[src/rtl/wcp_pkg.sv]
package wcp_pkg;

	typedef enum logic [2:0] {
		PH_PREAMBLE,
		PH_HEADER,
		PH_FMT,
		PH_SKIP,
		PH_DATA,
		PH_DONE
	} phase_t;

	typedef enum logic [1:0] {
		KIND_SAMPLE,
		KIND_FORMAT,
		KIND_STATUS
	} kind_t;

	typedef enum logic [2:0] {
		ST_OK,
		ST_NOT_PCM,
		ST_RANGE,
		ST_NO_FORMAT,
		ST_NO_DATA
	} status_t;

	typedef struct packed {
		status_t            status;
		logic [4:0]         bits;
		logic [15:0]        rate;
		logic [15:0]        channels;
		logic signed [15:0] sample;
		kind_t              kind;
		logic               last;
	} res_t;

	localparam logic [31:0] TAG_FMT      = 32'h666D_7420;
	localparam logic [31:0] TAG_DATA     = 32'h6461_7461;
	localparam logic [31:0] PREAMBLE_LEN = 32'd12;
	localparam logic [31:0] HDR_LEN      = 32'd8;
	localparam logic [31:0] FMT_BODY_LEN = 32'd16;
	localparam logic [31:0] MAX_RATE     = 32'd48000;
	localparam logic [15:0] MAX_BITS     = 16'd16;
	localparam logic [15:0] FMT_CODE_PCM = 16'd1;
	localparam logic [15:0] SMP_OFFSET   = 16'd128;

	localparam int IN_TDATA_W  = 8;
	localparam int OUT_TDATA_W = 56;
	localparam int RES_DEPTH   = 4;

endpackage

[src/rtl/wcp_parser.sv]
module wcp_parser (
	input  logic          clk,
	input  logic          arst_n,
	input  logic          step_en,
	input  logic [7:0]    in_byte,
	input  logic          eof,
	input  logic          mode,
	output wcp_pkg::res_t res0,
	output wcp_pkg::res_t res1,
	output logic [1:0]    res_cnt
);
	import wcp_pkg::*;

	phase_t      phase_q, phase_n;
	logic [31:0] cnt_q, cnt_n, cnt_inc;
	logic [31:0] tag_q, tag_n;
	logic [31:0] len_q, len_n, len_d;
	logic [15:0] code_q, code_n;
	logic [15:0] chan_q, chan_n;
	logic [31:0] rate_q, rate_n;
	logic [15:0] bits_q, bits_n;
	logic [7:0]  low_q, low_n;
	logic        have_q, have_n;

	logic pre_done, hdr_done, fmt_done, fmt_bad_code, fmt_bad_rng, fmt_ok;
	logic skip_done, data_end, smp_emit, fin_a, mid_data, mid_have, eof_fin;
	status_t st_a, st_e;

	assign cnt_inc = cnt_q + 32'd1;

	// field capture
	always_comb begin
		tag_n  = tag_q;
		len_n  = len_q;
		code_n = code_q;
		chan_n = chan_q;
		rate_n = rate_q;
		bits_n = bits_q;
		low_n  = low_q;
		case (phase_q)
			PH_HEADER: begin
				if (cnt_q == 32'd0)
					len_n = '0;
				if (!cnt_q[2])
					tag_n = {tag_q[23:0], in_byte};
				else
					len_n[{cnt_q[1:0], 3'b000} +: 8] = in_byte;
			end
			PH_FMT: begin
				if (cnt_q == 32'd0) begin
					code_n = '0;
					chan_n = '0;
					rate_n = '0;
					bits_n = '0;
				end
				if (cnt_q < 32'd2)
					code_n[{cnt_q[0], 3'b000} +: 8] = in_byte;
				else if (cnt_q < 32'd4)
					chan_n[{cnt_q[0], 3'b000} +: 8] = in_byte;
				else if (cnt_q < 32'd8)
					rate_n[{cnt_q[1:0], 3'b000} +: 8] = in_byte;
				else if (cnt_q == 32'd14 || cnt_q == 32'd15)
					bits_n[{cnt_q[0], 3'b000} +: 8] = in_byte;
			end
			PH_DATA: begin
				if (bits_q == MAX_BITS && !cnt_q[0])
					low_n = in_byte;
			end
			default: ;
		endcase
	end

	assign pre_done     = (phase_q == PH_PREAMBLE) && (cnt_inc >= PREAMBLE_LEN);
	assign hdr_done     = (phase_q == PH_HEADER) && (cnt_inc >= HDR_LEN);
	assign fmt_done     = (phase_q == PH_FMT) && (cnt_inc >= FMT_BODY_LEN);
	assign fmt_bad_code = (code_n != FMT_CODE_PCM);
	assign fmt_bad_rng  = (rate_n > MAX_RATE) || (bits_n > MAX_BITS);
	assign fmt_ok       = fmt_done && !fmt_bad_code && !fmt_bad_rng;
	assign skip_done    = (phase_q == PH_SKIP) && (cnt_inc >= len_q);
	assign data_end     = (phase_q == PH_DATA) && (cnt_inc >= len_q);
	assign smp_emit     = (phase_q == PH_DATA) && ((bits_q != MAX_BITS) || cnt_q[0]);

	// finish raised by the byte itself
	assign fin_a = (hdr_done && tag_n == TAG_DATA && len_n == 32'd0)
		|| (fmt_done && !fmt_ok) || data_end;
	// the byte leaves the parser inside a data chunk
	assign mid_data = ((phase_q == PH_DATA) && !data_end) || (hdr_done && tag_n == TAG_DATA);
	assign mid_have = have_q | fmt_ok;
	assign eof_fin  = eof && !fin_a && (phase_q != PH_DONE);

	always_comb begin
		if (fmt_done && fmt_bad_code)
			st_a = ST_NOT_PCM;
		else if (fmt_done)
			st_a = ST_RANGE;
		else
			st_a = have_q ? ST_OK : ST_NO_FORMAT;
		if (mid_data)
			st_e = mid_have ? ST_OK : ST_NO_FORMAT;
		else
			st_e = mid_have ? ST_NO_DATA : ST_NO_FORMAT;
	end

	// next state
	always_comb begin
		phase_n = phase_q;
		cnt_n   = cnt_inc;
		len_d   = len_n;
		have_n  = have_q;
		case (phase_q)
			PH_PREAMBLE: begin
				if (pre_done) begin
					phase_n = PH_HEADER;
					cnt_n   = '0;
				end
			end
			PH_HEADER: begin
				if (hdr_done) begin
					cnt_n = '0;
					if (tag_n == TAG_FMT)
						phase_n = PH_FMT;
					else if (tag_n == TAG_DATA)
						phase_n = (len_n == 32'd0) ? PH_DONE : PH_DATA;
					else
						phase_n = (len_n == 32'd0) ? PH_HEADER : PH_SKIP;
				end
			end
			PH_FMT: begin
				if (fmt_done) begin
					cnt_n = '0;
					if (!fmt_ok) begin
						phase_n = PH_DONE;
					end else begin
						have_n = 1'b1;
						if (len_n > FMT_BODY_LEN) begin
							len_d   = len_n - FMT_BODY_LEN;
							phase_n = PH_SKIP;
						end else begin
							phase_n = PH_HEADER;
						end
					end
				end
			end
			PH_SKIP: begin
				if (skip_done) begin
					phase_n = PH_HEADER;
					cnt_n   = '0;
				end
			end
			PH_DATA: begin
				if (data_end)
					phase_n = PH_DONE;
			end
			default: begin
				phase_n = PH_DONE;
				cnt_n   = cnt_q;
			end
		endcase
		if (eof_fin)
			phase_n = PH_DONE;
	end

	// results
	always_comb begin
		res_t prim, stat;
		logic [15:0] hi16, dac;
		logic        rnd, has_prim, has_stat;
		hi16 = {{8{in_byte[7]}}, in_byte};
		rnd  = in_byte[7] && (low_q != 8'd0);
		dac  = hi16 + {15'b0, rnd} + SMP_OFFSET;

		prim = '0;
		if (fmt_ok) begin
			prim.kind     = KIND_FORMAT;
			prim.channels = chan_n;
			prim.rate     = rate_n[15:0];
			prim.bits     = bits_n[4:0];
		end else begin
			prim.kind = KIND_SAMPLE;
			if (bits_q == MAX_BITS)
				prim.sample = mode ? {in_byte, low_q} : dac;
			else
				prim.sample = mode ? {in_byte ^ 8'h80, 8'h00} : {8'h00, in_byte};
		end

		stat        = '0;
		stat.kind   = KIND_STATUS;
		stat.last   = 1'b1;
		stat.status = fin_a ? st_a : st_e;

		has_prim = smp_emit || fmt_ok;
		has_stat = fin_a || eof_fin;
		res0     = has_prim ? prim : stat;
		res1     = stat;
		res_cnt  = step_en ? (2'({1'b0, has_prim}) + 2'({1'b0, has_stat})) : 2'd0;
	end

	always_ff @(posedge clk or negedge arst_n) begin
		if (!arst_n) begin
			phase_q <= PH_PREAMBLE;
			cnt_q   <= '0;
			tag_q   <= '0;
			len_q   <= '0;
			code_q  <= '0;
			chan_q  <= '0;
			rate_q  <= '0;
			bits_q  <= '0;
			low_q   <= '0;
			have_q  <= 1'b0;
		end else if (step_en) begin
			phase_q <= phase_n;
			cnt_q   <= cnt_n;
			tag_q   <= tag_n;
			len_q   <= len_d;
			code_q  <= code_n;
			chan_q  <= chan_n;
			rate_q  <= rate_n;
			bits_q  <= bits_n;
			low_q   <= low_n;
			have_q  <= have_n;
		end
	end

endmodule

[src/rtl/wcp_result_fifo.sv]
module wcp_result_fifo #(
	parameter int DEPTH = wcp_pkg::RES_DEPTH
) (
	input  logic          clk,
	input  logic          arst_n,
	input  logic [1:0]    push_cnt,
	input  wcp_pkg::res_t push_d0,
	input  wcp_pkg::res_t push_d1,
	output logic          room,
	output logic          out_valid,
	input  logic          out_ready,
	output wcp_pkg::res_t out_data
);
	import wcp_pkg::*;

	localparam int PW = (DEPTH > 1) ? $clog2(DEPTH) : 1;
	localparam int CW = $clog2(DEPTH + 1);

	res_t          mem_q [DEPTH];
	logic [PW-1:0] wr_q, rd_q, wr_p1;
	logic [CW-1:0] cnt_q;
	logic          pop;

	function automatic logic [PW-1:0] ptr_next(input logic [PW-1:0] p);
		return (p == PW'(DEPTH - 1)) ? '0 : p + PW'(1);
	endfunction

	assign wr_p1     = ptr_next(wr_q);
	assign room      = (cnt_q <= CW'(DEPTH - 2));
	assign out_valid = (cnt_q != '0);
	assign out_data  = mem_q[rd_q];
	assign pop       = out_valid && out_ready;

	always_ff @(posedge clk) begin
		if (push_cnt != 2'd0)
			mem_q[wr_q] <= push_d0;
		if (push_cnt == 2'd2)
			mem_q[wr_p1] <= push_d1;
	end

	always_ff @(posedge clk or negedge arst_n) begin
		if (!arst_n) begin
			wr_q  <= '0;
			rd_q  <= '0;
			cnt_q <= '0;
		end else begin
			if (push_cnt == 2'd1)
				wr_q <= wr_p1;
			else if (push_cnt == 2'd2)
				wr_q <= ptr_next(wr_p1);
			if (pop)
				rd_q <= ptr_next(rd_q);
			cnt_q <= cnt_q + CW'(push_cnt) - CW'(pop);
		end
	end

endmodule

[src/rtl/wave_chunk_parser_pcm_convert.sv]
// Channel   Dir  Payload                                          Marks
// s_axis    in   tdata[7:0] file byte                             tlast = last byte of file
// m_axis    out  tdata sample/channels/rate/bits/status           tuser = kind, tlast = final
// cfg       in   cfg_wdata = output mode (0 DAC 8-bit, 1 16-bit)  write on cfg_we
//
// A byte is registered on acceptance and parsed from that register; its words enter the
// result queue at the edge at which the input stage advances, which waits for queue room.
// One byte per cycle is sustained while results drain at one word per cycle; a byte makes
// at most two words, so hold the input stage while the queue holds more than two.
// Reset clears the parse phase, all chunk fields and the output mode to DAC mode.
// After the final status word every further byte is taken and dropped.
module wave_chunk_parser_pcm_convert #(
	parameter int RES_DEPTH = wcp_pkg::RES_DEPTH
) (
	input  logic                               clk,
	input  logic                               arst_n,
	// stream in
	input  logic                               s_axis_tvalid,
	output logic                               s_axis_tready,
	input  logic [wcp_pkg::IN_TDATA_W-1:0]     s_axis_tdata,  // [7:0] in_byte
	input  logic                               s_axis_tlast,  // end_of_file
	// stream out
	output logic                               m_axis_tvalid,
	input  logic                               m_axis_tready,
	// [15:0] sample, [31:16] channels, [47:32] rate,
	// [52:48] bit depth, [55:53] status
	output logic [wcp_pkg::OUT_TDATA_W-1:0]    m_axis_tdata,
	output logic [1:0]                         m_axis_tuser,  // [1:0] kind
	output logic                               m_axis_tlast,  // last
	// configuration
	input  logic                               cfg_we,
	input  logic                               cfg_wdata      // output_mode
);
	import wcp_pkg::*;

	// input stage
	logic       v_s1;
	logic [7:0] byte_s1;
	logic       eof_s1;
	logic       step_en;
	logic       s_fire;

	logic       mode_q;

	res_t       res0, res1, head;
	logic [1:0] res_cnt;
	logic       room;

	// Advance the input stage only when the queue can take a full two-word burst.
	assign step_en       = v_s1 && room;
	assign s_axis_tready = !v_s1 || step_en;
	assign s_fire        = s_axis_tvalid && s_axis_tready;

	always_ff @(posedge clk or negedge arst_n) begin
		if (!arst_n) begin
			v_s1   <= 1'b0;
			mode_q <= 1'b0;
		end else begin
			if (s_fire)
				v_s1 <= 1'b1;
			else if (step_en)
				v_s1 <= 1'b0;
			if (cfg_we)
				mode_q <= cfg_wdata;
		end
	end

	// Hold the byte payload; no reset needed since v_s1 qualifies it.
	always_ff @(posedge clk) begin
		if (s_fire) begin
			byte_s1 <= s_axis_tdata[7:0];
			eof_s1  <= s_axis_tlast;
		end
	end

	wcp_parser u_parser (
		.clk     (clk),
		.arst_n  (arst_n),
		.step_en (step_en),
		.in_byte (byte_s1),
		.eof     (eof_s1),
		.mode    (mode_q),
		.res0    (res0),
		.res1    (res1),
		.res_cnt (res_cnt)
	);

	wcp_result_fifo #(
		.DEPTH (RES_DEPTH)
	) u_fifo (
		.clk       (clk),
		.arst_n    (arst_n),
		.push_cnt  (res_cnt),
		.push_d0   (res0),
		.push_d1   (res1),
		.room      (room),
		.out_valid (m_axis_tvalid),
		.out_ready (m_axis_tready),
		.out_data  (head)
	);

	// Pack the queue head, highest field first.
	assign m_axis_tdata = {head.status, head.bits, head.rate, head.channels, head.sample};
	assign m_axis_tuser = head.kind;
	assign m_axis_tlast = head.last;

endmodule

[config.mk]
export PLATFORM = sky130hd
export DESIGN_NAME = wave_chunk_parser_pcm_convert
export DESIGN_NICKNAME = d
export VERILOG_FILES = /design/src/rtl/wcp_pkg.sv /design/src/rtl/wcp_parser.sv /design/src/rtl/wcp_result_fifo.sv /design/src/rtl/wave_chunk_parser_pcm_convert.sv
export SDC_FILE = /design/constraint.sdc
export NUM_CORES = 1
export LEC_CHECK = 0
export CORE_MARGIN = 4
export CORE_UTILIZATION = 60
export DETAILED_ROUTE_END_ITERATION = 12
export DONT_BUFFER_PORTS = 1
export MAX_ROUTING_LAYER = met4
export PLACE_DENSITY_LB_ADDON = 0.1
export SLEW_MARGIN = 25
export SYNTH_ARGS = -nofsm -noshare
export SYNTH_HDL_FRONTEND = slang
export SYNTH_HIERARCHICAL = 1
export SYNTH_SLANG_ARGS = --single-unit
[constraint.sdc]
create_clock -name clk -period 15.1 [get_ports clk]
set_input_delay 2.265 -clock clk [delete_from_list [all_inputs] [get_ports clk]]
set_output_delay 2.265 -clock clk [all_outputs]
set_load 0.01 [all_outputs]
==> results of run 1 <==
==> layout by cell type (no fill, tap or decap), types with 9 or more instances in the layout <==
| cell type | count |
|---|---|
| sky130_fd_sc_hd__o21ai_0 | 51 |
| sky130_fd_sc_hd__or3_1 | 11 |
| sky130_fd_sc_hd__and3_1 | 32 |
| sky130_fd_sc_hd__nor2b_1 | 9 |
| sky130_fd_sc_hd__and4_1 | 11 |
| sky130_fd_sc_hd__o22ai_1 | 13 |
| sky130_fd_sc_hd__xor2_1 | 16 |
| sky130_fd_sc_hd__inv_1 | 65 |
| sky130_fd_sc_hd__mux2_2 | 281 |
| sky130_fd_sc_hd__clkbuf_16 | 48 |
| sky130_fd_sc_hd__clkbuf_1 | 14 |
| sky130_fd_sc_hd__a22o_1 | 65 |
| sky130_fd_sc_hd__nor4_1 | 42 |
| sky130_fd_sc_hd__o31ai_1 | 11 |
| sky130_fd_sc_hd__a22oi_1 | 35 |
| sky130_fd_sc_hd__xnor2_1 | 22 |
| sky130_fd_sc_hd__a21o_1 | 12 |
| sky130_fd_sc_hd__and2_1 | 10 |
| sky130_fd_sc_hd__conb_1 | 56 |
| sky130_fd_sc_hd__ha_1 | 58 |
| sky130_fd_sc_hd__or4_1 | 18 |
| sky130_fd_sc_hd__nand4_1 | 32 |
| sky130_fd_sc_hd__nor3_1 | 39 |
| sky130_fd_sc_hd__nor2_1 | 143 |
| sky130_fd_sc_hd__nand2_1 | 137 |
| sky130_fd_sc_hd__mux4_2 | 59 |
| sky130_fd_sc_hd__nand3_1 | 66 |
| sky130_fd_sc_hd__dfrtp_1 | 195 |
| sky130_fd_sc_hd__a211oi_1 | 12 |
| sky130_fd_sc_hd__a21oi_1 | 35 |
| sky130_fd_sc_hd__a31oi_1 | 25 |
| sky130_fd_sc_hd__a32o_1 | 40 |
| sky130_fd_sc_hd__o211ai_1 | 19 |
| sky130_fd_sc_hd__edfxtp_1 | 245 |
| sky130_fd_sc_hd__buf_4 | 35 |
==> per-layer routing <==
layer,track usage,vias to the layer above
met5,-,-
met4,0.126,0
met3,0.0416,227
met2,0.501,834
met1,0.411,9391
li1,-,8280
==> per-stage QoR <==
step                utilization  cells  setup WS (ns)  hold WS (ns)
floorplan                     -   2258           6.14         0.441
finish                    0.639   2754           7.61         0.481
global placement          0.604   2670           7.86         0.458
CTS                       0.639   2754           7.65         0.480
global route              0.639   2754           7.12         0.504
detailed placement        0.605   2670           7.70         0.465
==> cell usage after synthesis (all sizes together) (11+ instances only) <==
library cell | count | share of area
nor2 | 145 | 0.021
a32o | 40 | 0.015
nor4 | 54 | 0.017
xnor2 | 22 | 0.0074
clkbuf | 84 | 0.012
mux2 | 282 | 0.12
and2 | 13 | 0.0032
mux4 | 59 | 0.051
o211ai | 19 | 0.0055
or4 | 20 | 0.0061
dfrtp | 197 | 0.19
o31ai | 11 | 0.0032
a211oi | 12 | 0.0035
nor3 | 45 | 0.0091
ha | 58 | 0.028
and3 | 32 | 0.0077
a21o | 12 | 0.0035
a22oi | 35 | 0.010
nand4 | 33 | 0.0082
o21ai | 63 | 0.012
inv | 65 | 0.0094
o22ai | 13 | 0.0031
and4 | 11 | 0.0037
edfxtp | 245 | 0.28
nand3 | 66 | 0.013
xor2 | 16 | 0.0054
buf | 124 | 0.039
a22o | 65 | 0.022
a21oi | 35 | 0.0067
nand2 | 144 | 0.021
or3 | 11 | 0.0026
a31oi | 25 | 0.0060
==> final cells by class <==
type | count | area (sq um)
clock buffers | 69 | 1350
clock inverters | 15 | 113
repair buffers | 35 | 263
multi-input cells | 1542 | 12500
inverters | 66 | 248
flip-flops and latches | 442 | 12300
well taps | 585 | 732
fillers | 3391 | 15500
==> power groups by stage <==
stage	Sequential, uW	Clock [uW]	Combinational (uW)
floorplan	1400	0	672
detailed placement	1450	0	827
finish	1420	1110	837
global placement	1440	0	814
global route	1440	1190	894
CTS	1430	1130	830
==> final timing paths <==
kind / end / from / slack, ns / cells after the start
worst max-delay path: u_fifo/mem_q[1][11] / u_parser/cnt_q[0] / 7.61 / 20
worst min-delay path: u_parser/rate_q[17] / u_parser/rate_q[17] / 0.48 / 2
worst max register to register: u_fifo/mem_q[1][11] / u_parser/cnt_q[0] / 7.61 / 20
worst min register to register: u_parser/rate_q[17] / u_parser/rate_q[17] / 0.48 / 2
max in group asynchronous: u_parser/len_q[0] / arst_n / 13.23 / 0
min in group asynchronous: u_fifo/rd_q[1] / arst_n / 1.40 / 0
==> kinds of logic (layout without fill, tap and decap cells) <==
| group | Yosys count | after routing | share of synthesized area |
|---|---|---|---|
| mux | 348 | 348 | 0.176 |
| simple gates | 631 | 631 | 0.131 |
| fa+ha+maj | 59 | 59 | 0.0286 |
| xor+xnor | 38 | 38 | 0.0128 |
| buf+inv | 274 | 185 | 0.0604 |
| other cells | 2 | 56 | 0.000288 |
| compound gates | 410 | 410 | 0.119 |
| flops | 442 | 442 | 0.472 |
==> sequential cells by signal, indices dropped and copies added, names as in the netlist, 2 cells and up <==
name and flops:
u_parser/code_q 16, u_parser/chan_q 16, u_parser/rate_q 32, u_parser/cnt_q 32, u_fifo/cnt_q 3, u_parser/low_q 8, u_parser/phase_q 3, u_parser/len_q 32
u_fifo/mem_q 236, u_parser/tag_q 32, u_parser/bits_q 16, u_fifo/rd_q 2, u_fifo/wr_q 2, byte_s1 8
==> worst reg2reg max path: stages, from the launching register on <==
cell	delay, ns
sky130_fd_sc_hd__dfrtp_1	0.32
sky130_fd_sc_hd__buf_4	0.31
sky130_fd_sc_hd__clkinv_1	0.38
sky130_fd_sc_hd__ha_1	0.53
sky130_fd_sc_hd__nand4b_1	0.48
sky130_fd_sc_hd__or4_4	0.60
sky130_fd_sc_hd__nor3_4	0.51
sky130_fd_sc_hd__a31o_2	0.26
sky130_fd_sc_hd__o2111ai_2	0.17
sky130_fd_sc_hd__nor4_2	0.50
sky130_fd_sc_hd__nor3_1	0.13
sky130_fd_sc_hd__nand4_1	0.15
sky130_fd_sc_hd__nand2_1	0.19
sky130_fd_sc_hd__ha_1	0.41
sky130_fd_sc_hd__and2_1	0.17
sky130_fd_sc_hd__inv_1	0.08
sky130_fd_sc_hd__ha_1	0.27
sky130_fd_sc_hd__nand2_2	0.07
sky130_fd_sc_hd__buf_4	0.72
sky130_fd_sc_hd__o21ai_4	0.36
sky130_fd_sc_hd__buf_4	0.45
==> impl_results.md, run 1 <==
* Worst slew margin at 0.331
* Average size of a mapped cell at 11.8 sq um
* Final routed wire length divided by cell count at 26.1 um
* P&R area growth vs syn at 5.53%
* Final Routed Wirelength at 71900 um
* Ratio of cells with drive above 1 in the final layout at 0.232
* Resized cells post-CTS at 0
* Part of the power in registers at 0.423
* Number of distinct library cells after synthesis at 97
* Status: finished clean
* Overall power after layout at 3370 uW
* Clock Power Share at 0.329
* Period utilisation layout at 0.496
* Biggest cell delay along the critical path at 0.72 ns
* Count of routing violations after the opening detailed-route iteration at 2041
* Static leakage at 0.0110 uW
* Mapped Area at 26000 sq um
* Highest achievable clock rate at 134 MHz
* CP Cell Sequence: buf_4 > clkinv_1 > ha_1 > nand4b_1 > or4_4 > nor3_4 > a31o_2 > o2111ai_2 > nor4_2 > nor3_1 > nand4_1 > nand2_1 > ha_1 > and2_1 > inv_1 > ha_1 > nand2_2 > buf_4 > o21ai_4 > buf_4
* Met3 layer wire length in the routed design at 4620 um
* Cell family contributing the most delay on the critical path: simple AND/OR/NAND/NOR gates
* Worst-Skew Late Latency at 0.59 ns
* Slowest cell on the critical path: sky130_fd_sc_hd__buf_4
* Internal cell power at 2280 uW
* IR Drop Worst-Case VDD at 108 uV
* Area after detailed placement at 26000 sq um
* Core ar. at 43000 sq um
* # clock sinks at 442
* Maximum number of pins on one net before global-route repair at 198
* Unrepaired setup endpoints after global routing: false
* Remaining DRCs at 0
* Buffers plus inverters on the worst setup path at 5
* Kind of path behind the tightest hold check: flip-flop to flip-flop
* Pwr Density at 123 nW/um^2
* Switching power at 1100 uW
* Uppermost layer routed: met4
* Area of the die at 46800 sq um
* Total grt overflow at 0
* Clock transition time at the flip-flop clock pins of the worst setup and hold paths at 0.06 ns
* Number of global-route vias before repair at 18600
* WL met1 at 29100 um
* Cell row count at 76
* Effective utilization at floorplan at 0.606
* Clock buffers created by TritonCTS at 46
* Net count, final at 2207
* DR vias at 18700
* DR pass1 iterations at 6
* Max Cap Violations at 0
* Combinational Power Share at 0.248
* Number of hold-repair buffers added at the cts stage at 0
* Post-synthesis register bit count at 442
* Clock tree from TritonCTS: built
* Post-layout instance area at 27500 sq um
* Proportion of register bits with asynchronous set or reset after synthesis at 0.446
* Sum of negative setup slack at 0 ns
* Minimum period implied by the final worst setup slack at 7.49 ns
* Post-synth EDFFs at 245
* Worst-margin pin slew at 1.00 ns
* Number of antenna violations at the first check in global routing at 0
* Endpoint type of the worst setup path: flip-flop
* IO buf count at 0
* Arrival time reported for the critical path endpoint at 7.72 ns
* Crit path launch type: flip-flop
* Fraction of the yosys area taken by sequential cells at 0.472
* Synth warn at 6
* First-pass GRT wire length at 112000 um
* Remaining number of nets flagged by the antenna check after routing at 0
* Most used flip-flop cell after synthesis: sky130_fd_sc_hd__edfxtp_1
* Biggest fanout along the worst timing path at 60
* Total track usage at 0.313
* Switching share of total power at 0.325
* Clock buffer depth at 3
* Worst Skew at 0.0217 ns
* HPWL after detailed placement at 46600 um
* CP required at 15.33 ns
* Number of setup buffers added after CTS at 0
* Overall die height at 216 um
* Number of I/O pins at 76
* H-tree level count at 2
* Post-synthesis instance total at 2204
* Routed length on met2 at 34600 um
* Count of antenna diodes in the layout at 0
* Via/cell ratio at 6.80
* Final number of hold-violating endpoints at 0
* Placer Congestion at 0.963
* Slew Limit Fails at 0
* Start-to-end type of the worst setup path: flip-flop to flip-flop
* Width of the chip at 216 um
* Root buf cell: sky130_fd_sc_hd__clkbuf_16
* Number of setup violations in the final report at 0
No activity file was read; power rests on OpenSTA's default activity.
==> run 2: changes to the inputs <==
Settings changed: CORE_UTILIZATION 60 to 59.
Clock period 15.1 ns to 6.6 ns, I/O delays scaled along.
==> run 2 against run 1 <==
Net effect:
- worst hold slack worse by 0.37 ns
- fmax up 23%
- critical endpoint is now u_fifo/mem_q[0][2]
- largest cell class unchanged
- combinational power up 130%
- largest power group unchanged
- count of clock-buffer cells in the layout up 3
- critical path depth up 2
==> impl_results.md, run 2 (synthesis results as in run 1) <==
* Status: finished clean
* Number of flip-flops in the largest register at 236
* Worst slew margin at 0.238
* HPWL after detailed placement at 48700 um
* RR Endpoint: u_fifo/mem_q[0][2]
* First-pass GRT wire length at 114000 um
* Clock transition time at the flip-flop clock pins of the worst setup and hold paths at 0.06 ns
* Final Routed Wirelength at 73600 um
* Beginning of the critical path: u_parser/cnt_q[3]
* Ratio of cells with drive above 1 in the final layout at 0.243
* Final worst setup slack at 0.523 ns
* Net count, final at 2246
* Period utilisation layout at 0.921
* Endpoint type of the worst setup path: flip-flop
* Start-to-end type of the worst setup path: flip-flop to flip-flop
* Largest register by flop count: u_fifo/mem_q
* Resized cells post-CTS at 0
* Launch point of the worst reg-to-reg path: u_parser/cnt_q[3]
* Remaining number of nets flagged by the antenna check after routing at 0
* Setup crit end: u_fifo/mem_q[0][2]
* Core ar. at 43400 sq um
* Placer Congestion at 1.02
* Effective utilization at floorplan at 0.600
* Area after detailed placement at 26400 sq um
* Number of I/O pins at 76
* Unrepaired setup endpoints after global routing: false
* Count of antenna diodes in the layout at 0
* Final number of hold-violating endpoints at 0
* Arrival time reported for the critical path endpoint at 6.42 ns
* Leading cell type in the layout, fill and taps excluded: sky130_fd_sc_hd__mux2_2
* Sum of negative setup slack at 0 ns
* Worst Skew at 0.0346 ns
* CP required at 6.94 ns
* Number of cell instances on the worst register-to-register path at 22
* Pwr Density at 282 nW/um^2
* DR pass1 iterations at 6
* R2r setup slk at 0.52 ns
* Fill cells at 3358
* Remaining DRCs at 0
* Biggest fanout along the worst timing path at 59
* DR vias at 18900
* Clock buffers created by TritonCTS at 48
* Static leakage at 0.0112 uW
* Cell row count at 76
* Most used cells in the layout excluding fill and tap cells: sky130_fd_sc_hd__mux2_2, sky130_fd_sc_hd__edfxtp_1, sky130_fd_sc_hd__dfrtp_1
* Count of routing violations after the opening detailed-route iteration at 1854
* Slew Limit Fails at 0
* # clock sinks at 442
* Highest achievable clock rate at 165 MHz
* Post-layout utilization of the core at 0.644
* Final standard cell count with taps included and fillers excluded at 2797
* # placed instances at 2707
* Clock buffer depth at 3
* Number of antenna violations at the first check in global routing at 0
* Total track usage at 0.317
* Max Cap Violations at 0
* Worst-Skew Late Latency at 0.61 ns
* Final routed wire length divided by cell count at 26.3 um
* Number of hold-repair buffers added at the cts stage at 0
* IO buf count at 0
* Width of the chip at 218 um
* Maximum number of pins on one net before global-route repair at 198
* Number of setup buffers added after CTS at 0
* Pre-CTS worst setup slack at 0.610 ns
* Minimum period implied by the final worst setup slack at 6.08 ns
* Number of global-route vias before repair at 19200
* P&R area growth vs syn at 7.32%
* H-tree level count at 2
* Crit path launch type: flip-flop
* Via/cell ratio at 6.76
* Root buf cell: sky130_fd_sc_hd__clkbuf_16
* Worst-margin pin slew at 1.14 ns
* Overall die height at 218 um
* Clock tree from TritonCTS: built
* Number of setup violations in the final report at 0
* Total grt overflow at 0
* Post-layout instance area at 27900 sq um
* IR Drop Worst-Case VDD at 257 uV
* Kind of path behind the tightest hold check: primary input to asynchronous set/reset pin
* Area of the die at 47600 sq um
## run 2: changes by cell type in the layout (fill, tap and decap cells not counted), sizes merged
cell      previous run  this run
buf                 35        72
clkbuf              69        72
bufinv               1         3
clkinvlp             0         1
## run 2: layer usage
layer / routed length, um / vias to the layer above / GRT usage
met5: 0 / - / -
met4: 4170 / 0 / 0.149
met3: 5310 / 272 / 0.0532
met2: 35200 / 856 / 0.503
met1: 28900 / 9412 / 0.400
li1: - / 8368 / -
## run 2: layout make-up
class                           count  area [sq um]  area share
Sequential cell                   442         12300       0.440
Clock buffer                       72          1350      0.0484
Inverter                           66           248     0.00887
Clock inverter                     18           190     0.00681
Tap cell                          585           732      0.0262
Multi-Input combinational cell   1542         12500       0.446
Timing Repair Buffer               72           653      0.0234
## run 2: worst max-delay path, cell delays in order (launching register included)
cell and delay, ns:
sky130_fd_sc_hd__dfrtp_1 0.43, sky130_fd_sc_hd__buf_4 0.22, sky130_fd_sc_hd__and4_1 0.28, sky130_fd_sc_hd__nand4_1 0.29, sky130_fd_sc_hd__or4_1 0.62, sky130_fd_sc_hd__xnor2_1 0.35, sky130_fd_sc_hd__ha_1 0.33, sky130_fd_sc_hd__a21o_1 0.16
sky130_fd_sc_hd__a21o_1 0.17, sky130_fd_sc_hd__a21oi_1 0.13, sky130_fd_sc_hd__o21ai_0 0.13, sky130_fd_sc_hd__o21bai_1 0.18, sky130_fd_sc_hd__o22ai_1 0.30, sky130_fd_sc_hd__nor2b_1 0.08, sky130_fd_sc_hd__a21oi_1 0.23, sky130_fd_sc_hd__nand3b_1 0.13
sky130_fd_sc_hd__ha_1 0.29, sky130_fd_sc_hd__and2_1 0.16, sky130_fd_sc_hd__inv_1 0.07, sky130_fd_sc_hd__ha_1 0.27, sky130_fd_sc_hd__nand2_2 0.14, sky130_fd_sc_hd__buf_12 0.32, sky130_fd_sc_hd__mux2_2 0.39
## run 2: worst min path at each step
| stage | from | end | slack, ns | cells after the start |
|---|---|---|---|---|
| floorplan | u_parser/rate_q[17] | u_parser/rate_q[17] | 0.44 | 2 |
| finish | arst_n | u_parser/len_q[8] | 0.11 | 0 |
| CTS | arst_n | mode_q | 0.07 | 0 |
| global placement | u_parser/rate_q[17] | u_parser/rate_q[17] | 0.46 | 2 |
| detailed placement | u_parser/rate_q[17] | u_parser/rate_q[17] | 0.46 | 2 |
| global route | arst_n | u_parser/tag_q[27] | 0.09 | 0 |
## run 2: power by group
part	internal (uW)	leakage (uW)	switching (uW)
clock	1540	0.000750	1120
sequential	3050	0.00487	201
combinational	725	0.00559	1240
total	5320	0.0112	2550
## run 2: through the flow
step	total power [uW]	hold WS, ns
final	7870	0.113
after global routing	8190	0.0861
after CTS	7900	0.0706
after detailed placement	5240	0.465
after global placement	5200	0.456
after floorplan	4740	0.441
